## src/hdl/pgn_pkg.sv

```systemverilog
package pgn_pkg;

  localparam int FRAC_BITS = 16;
  localparam int POS_W     = 24;
  localparam int GRAD_W    = 16;
  localparam int PERM_W    = 8;
  localparam int OUT_W     = 16;
  localparam int CFG_W     = 4;

  // Smoothed weights run from 0 to one inclusive, so they need one bit above the fraction.
  localparam int WGT_W    = FRAC_BITS + 1;
  localparam int PROD_W   = GRAD_W + FRAC_BITS + 1;
  localparam int DSUM_W   = PROD_W + 2;
  localparam int DOT_W    = DSUM_W - FRAC_BITS;
  localparam int TERM_W   = DOT_W + WGT_W + 1;
  localparam int OSUM_W   = TERM_W + 3;

  localparam logic [FRAC_BITS+1:0] THREE_ONE = {2'b11, {FRAC_BITS{1'b0}}};
  localparam logic [WGT_W-1:0]     WGT_ONE   = {1'b1, {FRAC_BITS{1'b0}}};

  localparam logic [2:0] KIND_GRAD   = 3'd0;
  localparam logic [2:0] KIND_PERM_X = 3'd1;
  localparam logic [2:0] KIND_PERM_Y = 3'd2;
  localparam logic [2:0] KIND_PERM_Z = 3'd3;
  localparam logic [2:0] KIND_EVAL   = 3'd4;

  localparam logic REG_OCTAVE_COUNT = 1'b0;
  localparam logic REG_TURB_MODE    = 1'b1;

  typedef struct packed {
    logic [WGT_W-1:0] lo;
    logic [WGT_W-1:0] hi;
  } wpair_t;

  typedef struct packed {
    logic valid;
    logic a;
    logic b;
    logic c;
    logic last;
  } corner_tag_t;

endpackage

```

## src/hdl/pgn_corner.sv

```systemverilog
module pgn_corner import pgn_pkg::*; (
  input  logic                      clk_i,
  input  logic                      rst_ni,
  input  logic                      clear_i,
  input  corner_tag_t               tag_i,
  input  logic [3*GRAD_W-1:0]       grad_i,
  input  logic [FRAC_BITS-1:0]      frac_x_i,
  input  logic [FRAC_BITS-1:0]      frac_y_i,
  input  logic [FRAC_BITS-1:0]      frac_z_i,
  input  wpair_t                    wx_i,
  input  wpair_t                    wy_i,
  input  wpair_t                    wz_i,
  output logic signed [OSUM_W-1:0]  osum_o,
  output logic                      done_o
);

  corner_tag_t t1_q, t2_q, t3_q, t4_q;

  logic signed [GRAD_W-1:0]    gx, gy, gz;
  logic signed [FRAC_BITS:0]   offx, offy, offz;
  logic signed [PROD_W-1:0]    p0_d, p1_d, p2_d, p0_q, p1_q, p2_q;
  logic [WGT_W-1:0]            wa, wb, wc;
  logic [2*WGT_W-1:0]          wxy_full, wxyz_full;
  logic [WGT_W-1:0]            wxy_q, wxyz_q;
  logic signed [DSUM_W-1:0]    dot_sum;
  logic signed [DOT_W-1:0]     dot_q;
  logic signed [TERM_W-1:0]    term_q;
  logic signed [OSUM_W-1:0]    sum_q;
  logic                        done_q;

  assign gx = $signed(grad_i[3*GRAD_W-1:2*GRAD_W]);
  assign gy = $signed(grad_i[2*GRAD_W-1:GRAD_W]);
  assign gz = $signed(grad_i[GRAD_W-1:0]);

  // The upper corner's offset f - 1 is the fraction with a set sign bit.
  assign offx = $signed({t1_q.a, frac_x_i});
  assign offy = $signed({t1_q.b, frac_y_i});
  assign offz = $signed({t1_q.c, frac_z_i});

  assign p0_d = gx * offx;
  assign p1_d = gy * offy;
  assign p2_d = gz * offz;

  assign wa        = t1_q.a ? wx_i.hi : wx_i.lo;
  assign wb        = t1_q.b ? wy_i.hi : wy_i.lo;
  assign wc        = t2_q.c ? wz_i.hi : wz_i.lo;
  assign wxy_full  = wa * wb;
  assign wxyz_full = wxy_q * wc;
  assign dot_sum   = DSUM_W'(p0_q) + DSUM_W'(p1_q) + DSUM_W'(p2_q);

  always_ff @(posedge clk_i or negedge rst_ni) begin
    if (!rst_ni) begin
      t1_q   <= '0;
      t2_q   <= '0;
      t3_q   <= '0;
      t4_q   <= '0;
      done_q <= 1'b0;
    end else begin
      t1_q   <= tag_i;
      t2_q   <= t1_q;
      t3_q   <= t2_q;
      t4_q   <= t3_q;
      done_q <= t4_q.valid & t4_q.last;
    end
  end

  always_ff @(posedge clk_i) begin
    p0_q   <= p0_d;
    p1_q   <= p1_d;
    p2_q   <= p2_d;
    wxy_q  <= wxy_full[FRAC_BITS +: WGT_W];
    dot_q  <= dot_sum[DSUM_W-1:FRAC_BITS];
    wxyz_q <= wxyz_full[FRAC_BITS +: WGT_W];
    term_q <= dot_q * $signed({1'b0, wxyz_q});
    if (clear_i) begin
      sum_q <= '0;
    end else if (t4_q.valid) begin
      sum_q <= sum_q + OSUM_W'(term_q);
    end
  end

  assign osum_o = sum_q;
  assign done_o = done_q;

endmodule

```

## config.mk

```make
export PLATFORM = sky130hd
export DESIGN_NAME = pgn_corner
export DESIGN_NICKNAME = d
export VERILOG_FILES = /design/src/hdl/pgn_pkg.sv /design/src/hdl/pgn_corner.sv
export SDC_FILE = /design/constraint.sdc
export NUM_CORES = 2
export LEC_CHECK = 0
export BUFFER_PORTS_ARGS = -buffer_cell sky130_fd_sc_hd__buf_2
export CAP_MARGIN = 25
export CORE_UTILIZATION = 65
export DETAILED_ROUTE_END_ITERATION = 16
export GPL_TIMING_DRIVEN = 1
export PLACE_DENSITY_LB_ADDON = 0.1
export SYNTH_ARGS = -nofsm -noshare
export SYNTH_HDL_FRONTEND = slang
export SYNTH_SLANG_ARGS = --single-unit
export TNS_END_PERCENT = 50
```

## constraint.sdc

```tcl
create_clock -name clk_i -period 17.3 [get_ports clk_i]
set_clock_uncertainty 0.05 [all_clocks]
set_input_delay 3.46 -clock clk_i [delete_from_list [all_inputs] [get_ports clk_i]]
set_output_delay 3.46 -clock clk_i [all_outputs]
set_load 0.005 [all_outputs]
```

==> impl_metrics.csv <==
group,metric,value,unit
layout,nets,10203,
timing,min_period,10.24,ns
cts,cts-root-buf,"clkbuf_16",
yosys,ys.flop_type,"dfxtp_1",
layout,insertedDiodeCount,0,
route,drc,0,
outcome,status,"completed",
cts,ctsHoldBuffers,0,
yosys,yosysWarnings,0,
grt,grt-ovfl-total,0,
yosys,ys_ff_latch,242,
floorplan,initial_core_util,65.7,%
yosys,syn_avg_cell_area,9.14,sq um
place,gp_congestion,0.935,
yosys,synthCells,7703,
floorplan,coreArea,107000,sq um
place,dp_hpwl,139000,um
timing,grt_setup_unrepaired,"no",
place,port_buffers,246,
cts,cts_tree,"done",
worst_hold_path,hp-class,"flip-flop to flip-flop",
job,cap_violations,0,
grt,grt_pass1_wl,280000,um
floorplan,row_count,120,
floorplan,dieArea,110000,sq um
route,vias,50577,
grt,grt_usage,32.2,%
layout,fill_cells,8711,
timing,hold_viol,0,
route,wl_per_cell,18.5,um
grt,antenna_found_initial,0,
route,final_antenna_net_count,0,
timing,setup_viol,0,
floorplan,die_width,331,um
yosys,synth_top_cell_by_area,"fa_1",
worst_setup_path,required,17.71,ns
timing,setup_slack,7.06,ns
timing,worstMarginPinSlew,1.09,ns
worst_setup_path,startpoint_type,"input pin",
yosys,synthMostInstantiatedCell,"inv_1",
worst_setup_path,worstSetupPathType,"input pin to flip-flop",
yosys,synth_edf_count,0,
cts,path_clk_slew,0.06,ns
worst_setup_path,crit_fanout,8,
route,drtIter0Drc,3156,
yosys,synthDominantCellAreaShare,46.3,%
route,routed-wl-met2,81300,um
yosys,muxShareOfSynthArea,1.66,%
timing,slew_violations,0,
place,dpl_worst_slack,6.55,ns
yosys,synth_area,70400,sq um
worst_setup_path,cp.arrival,10.65,ns
cts,cts.htree.levels,1,
timing,setup_tns,0,ns
yosys,synthAdderAreaFrac,57.3,%
yosys,synth_compound_area_share,5.28,%
cts,numCtsBuffers,28,
cts,post-cts-setup-buffers,0,
timing,relSlewSlack,27.5,%
route,top_layer_used,"met4",
grt,grt_max_degree,51,
route,met1Wirelength,71500,um
yosys,ys_top_cells_by_area,"fa_1 (46%), ha_1 (11%), inv_1 (10%)",
cts,clock_latency,0.60,ns
route,wl_met3,12700,um
layout,final_util,68.6,%
layout,drive_gt1_share,5.14,%
timing,post-route-period-util,59.2,%
floorplan,ios,247,
yosys,synth_top_family_by_area,"adder cells",
yosys,synth-simple-area-share,14.4,%
route,via_per_inst,5.51,
layout,area_growth,4.47,%
worst_setup_path,cp-end-kind,"flip-flop",
yosys,synthXorXnorAreaFrac,2.86,%
yosys,syn_nets,10158,
yosys,synth_seq_area_share,6.97,%
grt,grt_pass1_vias,54364,
route,dr.pass1.iters,5,
cts,cts.sinks,242,
route,wl,170000,um
yosys,synth_cell_types,82,
timing,whs,0.291,ns
cts,clockBufferDepth,3,
yosys,synthTopCellsByCount,"inv_1 (1901), fa_1 (1629), nand2_1 (1038)",
floorplan,die_h,331,um
cts,cts_resized,0,
timing,fmax,0.0976,GHz
yosys,ys_async_sr_fraction,5.37,%
state kept, by name, summed over array words and instances (netlist names), 2 cells and up:
name    flops
p0_q       33
dot_q      19
wxyz_q     17
t4_q        2
p1_q       33
t1_q        2
t2_q        3
p2_q       33
osum_o     40
t3_q        2
wxy_q      17
term_q     37
worst paths after layout:
check                              startpoint                  to  slack (ns)  depth (start not counted)
min reg2reg                 t3_q[0]$_DFF_PN0_   t4_q[0]$_DFF_PN0_        0.29                          0
max in group asynchronous              rst_ni  offx[16]$_DFF_PN0_       13.82                          1
min                         t3_q[0]$_DFF_PN0_   t4_q[0]$_DFF_PN0_        0.29                          0
max                                   wx_i[6]   wxy_q[16]$_DFF_P_        7.06                         24
max reg2reg                offx[16]$_DFF_PN0_   wxy_q[16]$_DFF_P_        8.95                         24
min in group asynchronous              rst_ni   t4_q[0]$_DFF_PN0_        2.87                          1
layout by cell type, fill, tap and decap left out, drive strengths merged, types with 8 or more instances in the layout:
cell / n
a21o: 95
o21ai: 101
a2111oi: 9
nor3: 32
nor2b: 68
nor2: 291
mux2: 48
fa: 1629
dfxtp: 229
mux2i: 63
or2: 9
o21bai: 28
and2: 548
nand2b: 57
nand3: 34
o21a: 31
o211ai: 9
a211oi: 13
a21oi: 173
inv: 1907
clkbuf: 36
ha: 620
a211o: 8
xor2: 59
a31oi: 21
buf: 262
nand4: 18
xnor2: 171
dfrtp: 13
a311oi: 8
and3: 24
or3: 8
nand2: 1038
stage by stage:
stage / cells / area (sq um)
final: 9173 / 73600
after global routing: 9173 / 73600
after CTS: 9172 / 73600
after detailed placement: 9120 / 72600
after global placement: 9119 / 72600
after floorplan: 7703 / 70400
cells by family after synthesis:
group	after synthesis
multiplexers	111
AO/OA/AOI/OAI	568
flip-flops	242
XOR/XNOR	230
adder cells (fa/ha/maj)	2249
buffers and inverters	2148
AND/OR/NAND/NOR	2155
metal layers:
layer  vias up  track usage [%]
li1      22831                -
met4         0             7.83
met2      1790             53.4
met1     25693             44.7
met3       263             5.09
met5         -                0
final cells by class:
type	instances	area (sq um)	share of cell area [%]
clock inverter	16	176	0.240
multi-input combinational	5313	57400	78.1
inverter	1901	7140	9.70
clock buffer	36	791	1.07
sequential	242	4910	6.68
timing repair buffer	262	1350	1.84
tap	1403	1760	2.39
worst max-delay path, stage by stage:
cell and delay [ns]:
buf_2 0.10, mux2i_1 0.75, nor2_1 0.17, fa_1 0.59, inv_1 0.06, fa_1 0.48, fa_1 0.52, inv_1 0.04
ha_1 0.28, fa_1 0.49, inv_1 0.05, fa_1 0.48, inv_1 0.04, ha_1 0.31, and4_1 0.21, and3_1 0.18
a21oi_1 0.14, a21oi_1 0.10, o21ai_0 0.68, a31oi_1 0.29, a31o_2 0.36, a311oi_1 0.44, nor2_1 0.14, a211o_1 0.27
Power is left out: the tool's default activity adds up to more than one toggle a clock period on the data nets, which glitch-free logic cannot reach.
