File: src/hdl/pgn_pkg.sv
package pgn_pkg;

  localparam int FRAC_BITS = 16;
  localparam int POS_W     = 24;
  localparam int GRAD_W    = 16;
  localparam int PERM_W    = 8;
  localparam int OUT_W     = 16;
  localparam int CFG_W     = 4;

  // Smoothed weights run from 0 to one inclusive, so they need one bit above the fraction.
  localparam int WGT_W    = FRAC_BITS + 1;
  localparam int PROD_W   = GRAD_W + FRAC_BITS + 1;
  localparam int DSUM_W   = PROD_W + 2;
  localparam int DOT_W    = DSUM_W - FRAC_BITS;
  localparam int TERM_W   = DOT_W + WGT_W + 1;
  localparam int OSUM_W   = TERM_W + 3;

  localparam logic [FRAC_BITS+1:0] THREE_ONE = {2'b11, {FRAC_BITS{1'b0}}};
  localparam logic [WGT_W-1:0]     WGT_ONE   = {1'b1, {FRAC_BITS{1'b0}}};

  localparam logic [2:0] KIND_GRAD   = 3'd0;
  localparam logic [2:0] KIND_PERM_X = 3'd1;
  localparam logic [2:0] KIND_PERM_Y = 3'd2;
  localparam logic [2:0] KIND_PERM_Z = 3'd3;
  localparam logic [2:0] KIND_EVAL   = 3'd4;

  localparam logic REG_OCTAVE_COUNT = 1'b0;
  localparam logic REG_TURB_MODE    = 1'b1;

  typedef struct packed {
    logic [WGT_W-1:0] lo;
    logic [WGT_W-1:0] hi;
  } wpair_t;

  typedef struct packed {
    logic valid;
    logic a;
    logic b;
    logic c;
    logic last;
  } corner_tag_t;

endpackage

File: src/hdl/pgn_smooth.sv
module pgn_smooth import pgn_pkg::*; (
  input  logic                 clk_i,
  input  logic [FRAC_BITS-1:0] frac_i,
  output wpair_t               wgt_o
);

  logic [2*FRAC_BITS-1:0] sq;
  logic [FRAC_BITS-1:0]   f2_q;
  logic [FRAC_BITS+1:0]   t_q;
  logic [2*FRAC_BITS+1:0] prod;
  logic [WGT_W-1:0]       s_q;

  assign sq   = frac_i * frac_i;
  assign prod = f2_q * t_q;

  // Hermite weight f*f*(3-2f), floored after each product.
  always_ff @(posedge clk_i) begin
    f2_q <= sq[2*FRAC_BITS-1:FRAC_BITS];
    t_q  <= THREE_ONE - {1'b0, frac_i, 1'b0};
    s_q  <= prod[FRAC_BITS +: WGT_W];
  end

  assign wgt_o.hi = s_q;
  assign wgt_o.lo = WGT_ONE - s_q;

endmodule

File: config.mk
export PLATFORM = sky130hd
export DESIGN_NAME = pgn_smooth
export DESIGN_NICKNAME = d
export VERILOG_FILES = /design/src/hdl/pgn_pkg.sv /design/src/hdl/pgn_smooth.sv
export SDC_FILE = /design/constraint.sdc
export NUM_CORES = 1
export LEC_CHECK = 0
export ABC_AREA = 1
export BUFFER_PORTS_ARGS = -buffer_cell sky130_fd_sc_hd__buf_2
export CAP_MARGIN = 10
export CORE_MARGIN = 2
export CORE_UTILIZATION = 52
export CTS_CLUSTER_DIAMETER = 200
export DETAILED_ROUTE_END_ITERATION = 8
export MAX_ROUTING_LAYER = met4
export PLACE_DENSITY = 0.68
export SYNTH_ARGS = -nofsm -noshare
export SYNTH_HDL_FRONTEND = slang
export SYNTH_SLANG_ARGS = --single-unit
File: constraint.sdc
create_clock -name clk_i -period 6.35 [get_ports clk_i]
set_input_delay 0.635 -clock clk_i [delete_from_list [all_inputs] [get_ports clk_i]]
set_output_delay 0.635 -clock clk_i [all_outputs]
set_load 0.02 [all_outputs]
==> impl_results.md, run 1 <==
- Total Wirelength: 44.8 mm
- Post-synthesis instance total: 2,552
- Total grt overflow: 0
- Slew Limit Fails: 0
- Async S/R FF share, synth: 0%
- Drt first-iter violations: 869
- Share of cells above drive strength 1: 4.23%
- Net count, final: 3,112
- Htree depth: 2
- Post-DP HPWL: 37.7 mm
- First-pass DRT Iterations: 6
- FF+latch count, synth: 50
- Hold Startpoint: frac_i[0]
- Run status: finished, final reports clean
- Crit Path Category: register to register
- Worst skew pair latency: 0.31 ns
- Max frequency: 0.174 GHz
- Final setup violating endpoints: 0
- Antenna violations before repair: 0
- CORE AREA: 35,700 µm²
- Wire length of the first global-routing pass: 78.0 mm
- # resized after CTS: 0
- Yosys cell types: 37
- RSZ-0062 raised after global routing: no
- Buffers on Ports: 50
- FF-to-FF Start: f2_q[1]$_DFF_P_
- Post-route ant nets: 0
- Post-route cell area: 19,600 µm²
- Root Buffer: clkbuf_16
- Storage cell area: 1000 µm²
- CTS tree: yes
- Drc violations: 0
- Filler Cell Count: 3,398
- Largest net degree at the start of global routing: 23
- Final Hold Violating Endpoints: 0
- Syn Area/Cell: 7.40 µm²
- Total track usage: 26.2%
- Vias: 15,100
- Met2 wire len: 21.4 mm
- Clock slew at reported path FFs: 0.08 ns
- Final core occ: 54.9%
- Die area: 37,900 µm²
- Synth warnings: 0
- Multi-input logic area: 14,600 µm²
- Synth-to-layout area growth: 3.69%
- Number of global-route vias before repair: 16,400
- WL/cell: 15.0 µm
- CP Launch Type: register
- Num CTS Buffers: 5
- Initial Util: 53.0%
- Slew HR: 33.0%
- Syn nets: 3,137
- Mapped Area: 18,900 µm²
- WP data arrival: 5.95 ns
- Sequential share of the synthesized area: 5.30%
- Clk sinks: 50
- Number of buffers added to fix hold violations after cts: 0
- Critical Path End Type: register
- Highest Signal Layer: met4
- Max-cap violations: 0
- # Post-CTS Setup Buffers: 0
- Fin Setup TNS: 0 ns
- Worst Setup SP: f2_q[1]$_DFF_P_
- Metal-1 WL: 19.7 mm
- GP Congestion: 0.978
- Worst-margin pin slew: 1.00 ns
- Die W: 195 µm
- Final period util: 90.6%
- Class of the worst hold path: input port to register
- Detail-routed via count per cell: 5.06
- Post-DP Area: 19,400 µm²
- # rows: 69
- Crit-path max FO: 17
- Min Hold Slack: 0.608 ns
- # IOs: 51
- Clock Skew: 0.0128 ns
- Tmin final: 5.75 ns
- Die span in y: 195 µm
- CP required: 6.55 ns
- Number of flops mapped to enable cells by yosys: 0
- Clk buf depth: 2
- Main synth FF type: dfxtp_1
- Met3 WL: 2.44 mm
==> logic make-up (layout without fill, tap and decap cells) <==
group	after synthesis	count (layout)	synth area share [%]
other cells	0	1	0
fa+ha+maj	568	568	52.3
flops	50	50	5.30
xor+xnor	47	47	2.18
buf+inv	873	849	17.6
compound gates	114	114	3.14
simple gates	900	900	19.5
==> cells in the mapped netlist, drive strengths merged (3+ instances only) <==
master	number	area (µm²)
o21ai	41	205
ha	199	2490
xor2	33	289
a21oi	64	320
o21bai	8	60.1
buf	19	115
or2	3	18.8
nand2	693	2610
dfxtp	50	1000
inv	773	2900
nand3	59	340
clkbuf	80	300
fa	369	7390
nor4	3	18.8
nand4	18	113
nor3	18	126
nor2	101	397
xnor2	14	123
==> area by class of cell <==
| type | count | share of cell area (%) |
|---|---|---|
| Inverter | 774 | 14.9 |
| Multi-Input combinational cell | 1629 | 74.3 |
| Tap cell | 461 | 2.95 |
| Sequential cell | 50 | 5.11 |
| Antenna cell | 1 | 0.0128 |
| Clock buffer | 6 | 0.709 |
| Timing Repair Buffer | 67 | 1.93 |
| Clock inverter | 2 | 0.0831 |
==> stage by stage <==
| step | setup WS (ns) | cells |
|---|---|---|
| after floorplan | 0.795 | 2552 |
| final | 0.598 | 2990 |
| after global routing | 0.314 | 2989 |
| after global placement | 0.642 | 2981 |
| after detailed placement | 0.566 | 2981 |
| after CTS | 0.582 | 2989 |
==> layout by cell type, fill, tap and decap left out, types with 2 or more instances in the layout <==
| cell | netlist | layout |
|---|---|---|
| nor3_2 | 5 | 5 |
| nand2_1 | 688 | 688 |
| inv_1 | 768 | 768 |
| o21bai_1 | 8 | 8 |
| clkbuf_16 | 0 | 5 |
| inv_2 | 4 | 4 |
| o21ai_1 | 2 | 2 |
| buf_4 | 3 | 17 |
| nand4_1 | 18 | 18 |
| nand3_1 | 53 | 53 |
| ha_1 | 199 | 199 |
| nor2_2 | 4 | 4 |
| nor2_1 | 96 | 96 |
| nand3b_1 | 2 | 2 |
| nand2_2 | 5 | 5 |
| nand3_2 | 4 | 4 |
| buf_2 | 8 | 50 |
| fa_1 | 369 | 369 |
| nor4_1 | 3 | 3 |
| xor2_1 | 33 | 33 |
| nand3_4 | 2 | 2 |
| a21oi_1 | 64 | 64 |
| nor3_1 | 12 | 12 |
| o21ai_0 | 39 | 39 |
| xnor2_1 | 14 | 14 |
| dfxtp_1 | 50 | 50 |
| or2_2 | 3 | 3 |
==> layer usage <==
layer  up-vias  GRT usage (%)
li1       7205              -
met1      7353           34.0
met2       464           44.5
met3        95           2.05
met4         0           7.04
met5         -              -
==> worst paths after layout <==
kind	end	slack, ns	depth (start not counted)
hold / removal	t_q[1]$_DFF_P_	0.61	1
hold reg to reg	s_q[6]$_DFF_P_	1.22	7
setup reg to reg	s_q[15]$_DFF_P_	0.60	19
setup / recovery	s_q[15]$_DFF_P_	0.60	19
==> worst max-delay path: stages, from the launching register on <==
cell and delay [ns]:
dfxtp_1 0.94, nand2_1 0.18, fa_1 0.54, fa_1 0.55, inv_1 0.06, fa_1 0.48
fa_1 0.51, fa_1 0.49, inv_1 0.05, fa_1 0.47, inv_1 0.04, ha_1 0.35
a21oi_1 0.26, o21ai_0 0.15, nand2_1 0.08, nand2_1 0.09, a21oi_1 0.20, nand2_1 0.08
nand2_1 0.06, nand2_1 0.06
==> state kept, by name, summed over array words and instances (netlist names) <==
name	count
t_q	17
s_q	17
f2_q	16
Power of run 1 is left out: the tool's default activity adds up to more than one toggle a clock period on the data nets, which glitch-free logic cannot reach.
==> run 2, diff against run 1 <==
--- a/config.mk
+++ b/config.mk
@@ -11,6 +11,7 @@
 export CORE_MARGIN = 2
 export CORE_UTILIZATION = 52
 export CTS_CLUSTER_DIAMETER = 200
+export CTS_CLUSTER_SIZE = 10
 export DETAILED_ROUTE_END_ITERATION = 8
 export MAX_ROUTING_LAYER = met4
 export PLACE_DENSITY = 0.68
==> constraint.sdc (replaced) <==
create_clock -name clk_i -period 6.1 [get_ports clk_i]
set_input_delay 0.61 -clock clk_i [delete_from_list [all_inputs] [get_ports clk_i]]
set_output_delay 0.61 -clock clk_i [all_outputs]
set_load 0.05 [all_outputs]
==> run 2 against run 1 <==
Sequential share of layout area is essentially flat. Critical path depth is 1 lower. Clock-buffer cell count is the same. Via count grew 0.58%.
==> impl_results.md, run 2 (synthesis results as in run 1) <==
- Run status: finished, final reports clean
- Synth-to-layout area growth: 4.17%
- Total grt overflow: 0
- GP Congestion: 0.928
- CP Launch Type: register
- Num CTS Buffers: 5
- Total track usage: 27.3%
- Detail-routed via count per cell: 5.06
- Slew Limit Fails: 0
- ANT cells: 0
- Final setup violating endpoints: 0
- Clock Skew: 0.00575 ns
- Critical Path End Type: register
- Buffers on Ports: 50
- Tmin final: 5.73 ns
- Root Buffer: clkbuf_16
- Worst-margin pin slew: 0.902 ns
- Max frequency: 0.175 GHz
- Post-DP HPWL: 39.8 mm
- CTS tree: yes
- CORE AREA: 35,700 µm²
- Vias: 15,200
- Antenna violations before repair: 0
- Wire length of the first global-routing pass: 81.0 mm
- Worst Setup SP: f2_q[2]$_DFF_P_
- Post-route ant nets: 0
- Final period util: 93.9%
- Slowest CP cell: dfxtp_1
- CP top delay family: adder cells
- FF-to-FF Start: f2_q[2]$_DFF_P_
- # Post-CTS Setup Buffers: 0
- Initial Util: 53.0%
- RSZ-0062 raised after global routing: no
- Crit-path max FO: 17
- Drc violations: 0
- Largest registers: s_q: 17 flops, t_q: 17 flops, f2_q: 16 flops
- Final Hold Violating Endpoints: 0
- # IOs: 51
- Clk buf depth: 2
- Die W: 195 µm
- Crit path cell chain: nand2_1 > fa_1 > fa_1 > fa_1 > fa_1 > inv_1 > fa_1 > inv_1 > fa_1 > inv_1 > ha_1 > nand2_1 > inv_1 > nand2_1 > nor3_2 > nand3b_1 > nand3_1 > xor2_1
- Leading cell type in the layout, fill and taps excluded: inv_1
- Most frequent CP cell: fa_1
- Die area: 37,900 µm²
- CP required: 6.32 ns
- WL/cell: 15.4 µm
- Crit Path Category: register to register
- Max-cap violations: 0
- Worst path bufs/invs: 4
- Largest net degree at the start of global routing: 23
- Number of global-route vias before repair: 17,000
- Hold Startpoint: frac_i[0]
- Crit-path max cell delay: 0.91 ns
- First-pass DRT Iterations: 5
- Clk sinks: 50
- Share of cells above drive strength 1: 4.72%
- Total Wirelength: 46.2 mm
- # resized after CTS: 0
- Net count, final: 3,125
- # rows: 69
- Number of buffers added to fix hold violations after cts: 0
- Htree depth: 2
- Slew HR: 39.8%
- Fin Setup TNS: 0 ns
- Worst skew pair latency: 0.31 ns
- Most frequent cells in the layout: inv_1 (768), nand2_1 (688), fa_1 (369)
- Drt first-iter violations: 794
- Die span in y: 195 µm
- Clock slew at reported path FFs: 0.08 ns
- WP data arrival: 5.95 ns
- Class of the worst hold path: input port to register
[run 2: worst paths after layout]
path	depth (start not counted)	slack, ns	to
worst max register to register	18	0.37	s_q[5]$_DFF_P_
worst min-delay path	1	0.63	t_q[1]$_DFF_P_
worst max-delay path	18	0.37	s_q[5]$_DFF_P_
worst min register to register	7	1.09	s_q[6]$_DFF_P_
[run 2: per-layer routing]
metal	global-route usage [%]	vias to the layer above	routed length (µm)
met4	7.26	0	1100
met2	46.7	452	22500
met5	-	-	0
li1	-	7232	-
met1	34.9	7432	19900
met3	2.60	89	2770
[run 2: cell type report]
| type | instances | area (µm²) |
|---|---|---|
| fillers | 3469 | 16000 |
| multi-input cells | 1629 | 14600 |
| inverters | 774 | 2910 |
| flip-flops and latches | 50 | 1000 |
| well taps | 461 | 577 |
| repair buffers | 80 | 475 |
| clock buffers | 6 | 139 |
| clock inverters | 2 | 12.5 |
[run 2: metrics by stage]
stage / std cells / util [%] / hold slack [ns] / worst slack (ns) / instance area (µm²)
after global routing: 3002 / 55.2 / 0.633 / 0.0401 / 19700
final: 3002 / 55.2 / 0.628 / 0.371 / 19700
after CTS: 3002 / 55.2 / 0.626 / 0.385 / 19700
after global placement: 2994 / 54.7 / 0.965 / 0.283 / 19500
after detailed placement: 2994 / 54.7 / 0.961 / 0.235 / 19500
after floorplan: 2552 / - / 0.638 / 0.570 / 18900
Power of run 2 is left out for the same reason.
==> run 3, diff against run 2 <==
--- a/config.mk
+++ b/config.mk
@@ -5,7 +5,6 @@
 export SDC_FILE = /design/constraint.sdc
 export NUM_CORES = 1
 export LEC_CHECK = 0
-export ABC_AREA = 1
 export BUFFER_PORTS_ARGS = -buffer_cell sky130_fd_sc_hd__buf_2
 export CAP_MARGIN = 10
 export CORE_MARGIN = 2
@@ -14,7 +13,7 @@
 export CTS_CLUSTER_SIZE = 10
 export DETAILED_ROUTE_END_ITERATION = 8
 export MAX_ROUTING_LAYER = met4
-export PLACE_DENSITY = 0.68
+export PLACE_DENSITY = 0.71
 export SYNTH_ARGS = -nofsm -noshare
 export SYNTH_HDL_FRONTEND = slang
 export SYNTH_SLANG_ARGS = --single-unit
==> constraint.sdc (replaced) <==
create_clock -name clk_i -period 4.95 [get_ports clk_i]
set_input_delay 0.495 -clock clk_i [delete_from_list [all_inputs] [get_ports clk_i]]
set_output_delay 0.495 -clock clk_i [all_outputs]
set_load 0.05 [all_outputs]
==> run 3 against run 2 <==
The run now ends with setup timing left. Die area is 10% lower. Critical path depth increased by 4. Routed wire length fell by 13%. Non-clock buffer count grew 243. Worst setup slack worse by 1.0 ns. Clock-buffer cell count fell by 1. Largest cell class unchanged.
==> impl_results.md, run 3 <==
- Final core occ: 65.8%
- Hold Startpoint: frac_i[0]
- Crit Path Category: register to register
- Setup WS pre-CTS: -0.940 ns
- Worst path bufs/invs: 6
- Crit-path max cell delay: 0.53 ns
- Worst skew pair latency: 0.31 ns
- Worst Setup SP: f2_q[4]$_DFF_P_
- Number of global-route vias before repair: 14,500
- Post-synthesis instance total: 1,857
- Post-synth top cells: inv_1 (463), fa_1 (369), nand2_1 (238)
- Syn nets: 2,442
- Max frequency: 0.178 GHz
- Die W: 184 µm
- Clock Skew: 0.0131 ns
- Number of buffers added to fix hold violations after cts: 0
- Most frequent cells in the layout: inv_1 (433), fa_1 (344), buf_4 (232)
- Drt first-iter violations: 482
- Count leader, synth: inv_1
- Sequential share of the synthesized area: 5.93%
- Total track usage: 25.4%
- Final period util: 114%
- Top cell type's share of synthesized area: 43.8%
- GP Congestion: 0.889
- CTS tree: yes
- Yosys cell types: 57
- Number of flops mapped to enable cells by yosys: 0
- Worst hold stages: 2
- R2R cell count: 22
- Reg2reg setup slack: -0.67 ns
- Post-DP HPWL: 33.2 mm
- CP top delay family: adder cells
- Net count, final: 2,706
- Slew HR: 63.4%
- RSZ-0062 raised after global routing: yes
- Failing checks: setup timing
- Vias: 12,900
- # IOs: 51
- # rows: 65
- Critical Path End Type: register
- CORE AREA: 31,700 µm²
- Post-route ant nets: 0
- Syn Area/Cell: 9.08 µm²
- Synth-to-layout area growth: 23.8%
- Final Hold Violating Endpoints: 0
- Htree depth: 2
- Post-synth top area cell: fa_1
- Mapped Area: 16,900 µm²
- Leading cell type in the layout, fill and taps excluded: inv_1
- Slowest CP cell: fa_1
- Clk sinks: 50
- Num CTS Buffers: 5
- Largest net degree at the start of global routing: 19
- Worst-margin pin slew: 0.543 ns
- WL/cell: 15.9 µm
- Setup WS post-layout: -0.674 ns
- WP depth: 22
- Largest registers: s_q: 17 flops, t_q: 17 flops, f2_q: 16 flops
- Class of the worst hold path: input port to register
- Share of cells above drive strength 1: 26.0%
- Async S/R FF share, synth: 0%
- Buffers on Ports: 50
- Total Wirelength: 40.2 mm
- Tmin final: 5.62 ns
- Most frequent CP cell: fa_1
- Clk buf depth: 2
- Crit path cell chain: buf_12 > and2_4 > fa_1 > inv_1 > fa_2 > fa_1 > inv_1 > fa_1 > fa_1 > inv_1 > fa_1 > inv_2 > ha_4 > a21oi_4 > o21ai_2 > or3_4 > a21oi_4 > buf_6 > nor2_4 > a31oi_4 > and2b_1 > xnor2_1
- Crit-path max FO: 6
- FF-to-FF Start: f2_q[4]$_DFF_P_
- Synth area leaders: fa_1 (44%), ha_1 (15%), inv_1 (10%)
- Min Hold Slack: 0.618 ns
- CP Launch Type: register
- Initial Util: 53.2%
- Max-cap violations: 0
- Final setup violating endpoints: 31
- ANT cells: 0
- Antenna violations before repair: 0
- CP required: 5.19 ns
- Die span in y: 184 µm
- Drc violations: 0
- FF+latch count, synth: 50
- Root Buffer: clkbuf_16
- WP data arrival: 5.86 ns
- First-pass DRT Iterations: 5
- Clock slew at reported path FFs: 0.08 ns
- Worst Hold Endpoint: t_q[1]$_DFF_P_
- Detail-routed via count per cell: 5.12
- Synth warnings: 0
- RR Endpoint: s_q[11]$_DFF_P_
- Total grt overflow: 0
- Wire length of the first global-routing pass: 67.0 mm
- Run status: finished, violations left
- Slew Limit Fails: 0
- Main synth FF type: dfxtp_1
- Die area: 33,900 µm²
==> run 3: cell types whose count changed after synthesis, moves of 27 or more <==
cell | before | now
a21oi_1 | 64 | 37
and2_1 | 1 | 163
nand2_1 | 688 | 238
xnor2_1 | 14 | 50
inv_1 | 768 | 463
nand3_1 | 53 | 11
o21ai_0 | 39 | 12
nor2_1 | 96 | 53
==> run 3: per-stage QoR <==
stage	TNS (ns)	area [µm²]	instances
after floorplan	-8.19	17500	1857
after global placement	-19.04	19400	2479
after detailed placement	-22.28	19400	2479
after CTS	-11.93	20100	2506
after global routing	-19.53	20900	2524
final	-14.07	20900	2524
==> run 3: kinds of logic (layout without fill, tap and decap cells) <==
group,after synthesis,count (layout),synth area share [%]
multiplexers,2,2,0.126
AO/OA/AOI/OAI,114,114,4.82
AND/OR/NAND/NOR,524,524,15.2
flip-flops,50,50,5.93
buffers and inverters,530,795,11.8
adder cells (fa/ha/maj),568,568,58.6
XOR/XNOR,69,69,3.58
==> run 3: how the worst max path moves through the flow <==
stage | endpoint | slack [ns]
after global routing | s_q[15]$_DFF_P_ | -0.87
after CTS | s_q[16]$_DFF_P_ | -0.70
final | s_q[11]$_DFF_P_ | -0.67
after floorplan | f2_q[14]$_DFF_P_ | -0.74
after detailed placement | f2_q[7]$_DFF_P_ | -0.94
after global placement | f2_q[14]$_DFF_P_ | -0.85
==> run 3: what timing repair did <==
item,CTS,global route
pin swaps,81,108
setup buffers,20,20
gates resized for setup,123,151
endpoints found under the setup margin,33,33
==> run 3: area by class of cell <==
| type | count | area, µm² |
|---|---|---|
| Multi-Input combinational cell | 1277 | 14800 |
| Fill cell | 2484 | 10800 |
| Timing Repair Buffer | 323 | 2630 |
| Inverter | 464 | 1750 |
| Tap cell | 402 | 503 |
| Clock buffer | 5 | 125 |
| Clock inverter | 3 | 28.8 |
| Sequential cell | 50 | 1080 |
==> run 3: worst reg2reg max path, stage by stage (launching register included) <==
cell and delay (ns):
dfxtp_4 0.39, buf_12 0.15, and2_4 0.16, fa_1 0.53, inv_1 0.05, fa_2 0.53
fa_1 0.41, inv_1 0.08, fa_1 0.43, fa_1 0.49, inv_1 0.05, fa_1 0.50
inv_2 0.05, ha_4 0.23, a21oi_4 0.12, o21ai_2 0.09, or3_4 0.38, a21oi_4 0.20
buf_6 0.15, nor2_4 0.06, a31oi_4 0.23, and2b_1 0.16, xnor2_1 0.12
==> run 3: per-layer routing <==
metal / global-route usage, % / vias up / part of all wire, %
li1: - / 6026 / -
met1: 30.6 / 6556 / 41
met2: 45.9 / 257 / 52
met3: 2.43 / 77 / 3.6
met4: 6.24 / 0 / 2.8
met5: - / - / 0
Power of run 3 is left out for the same reason.
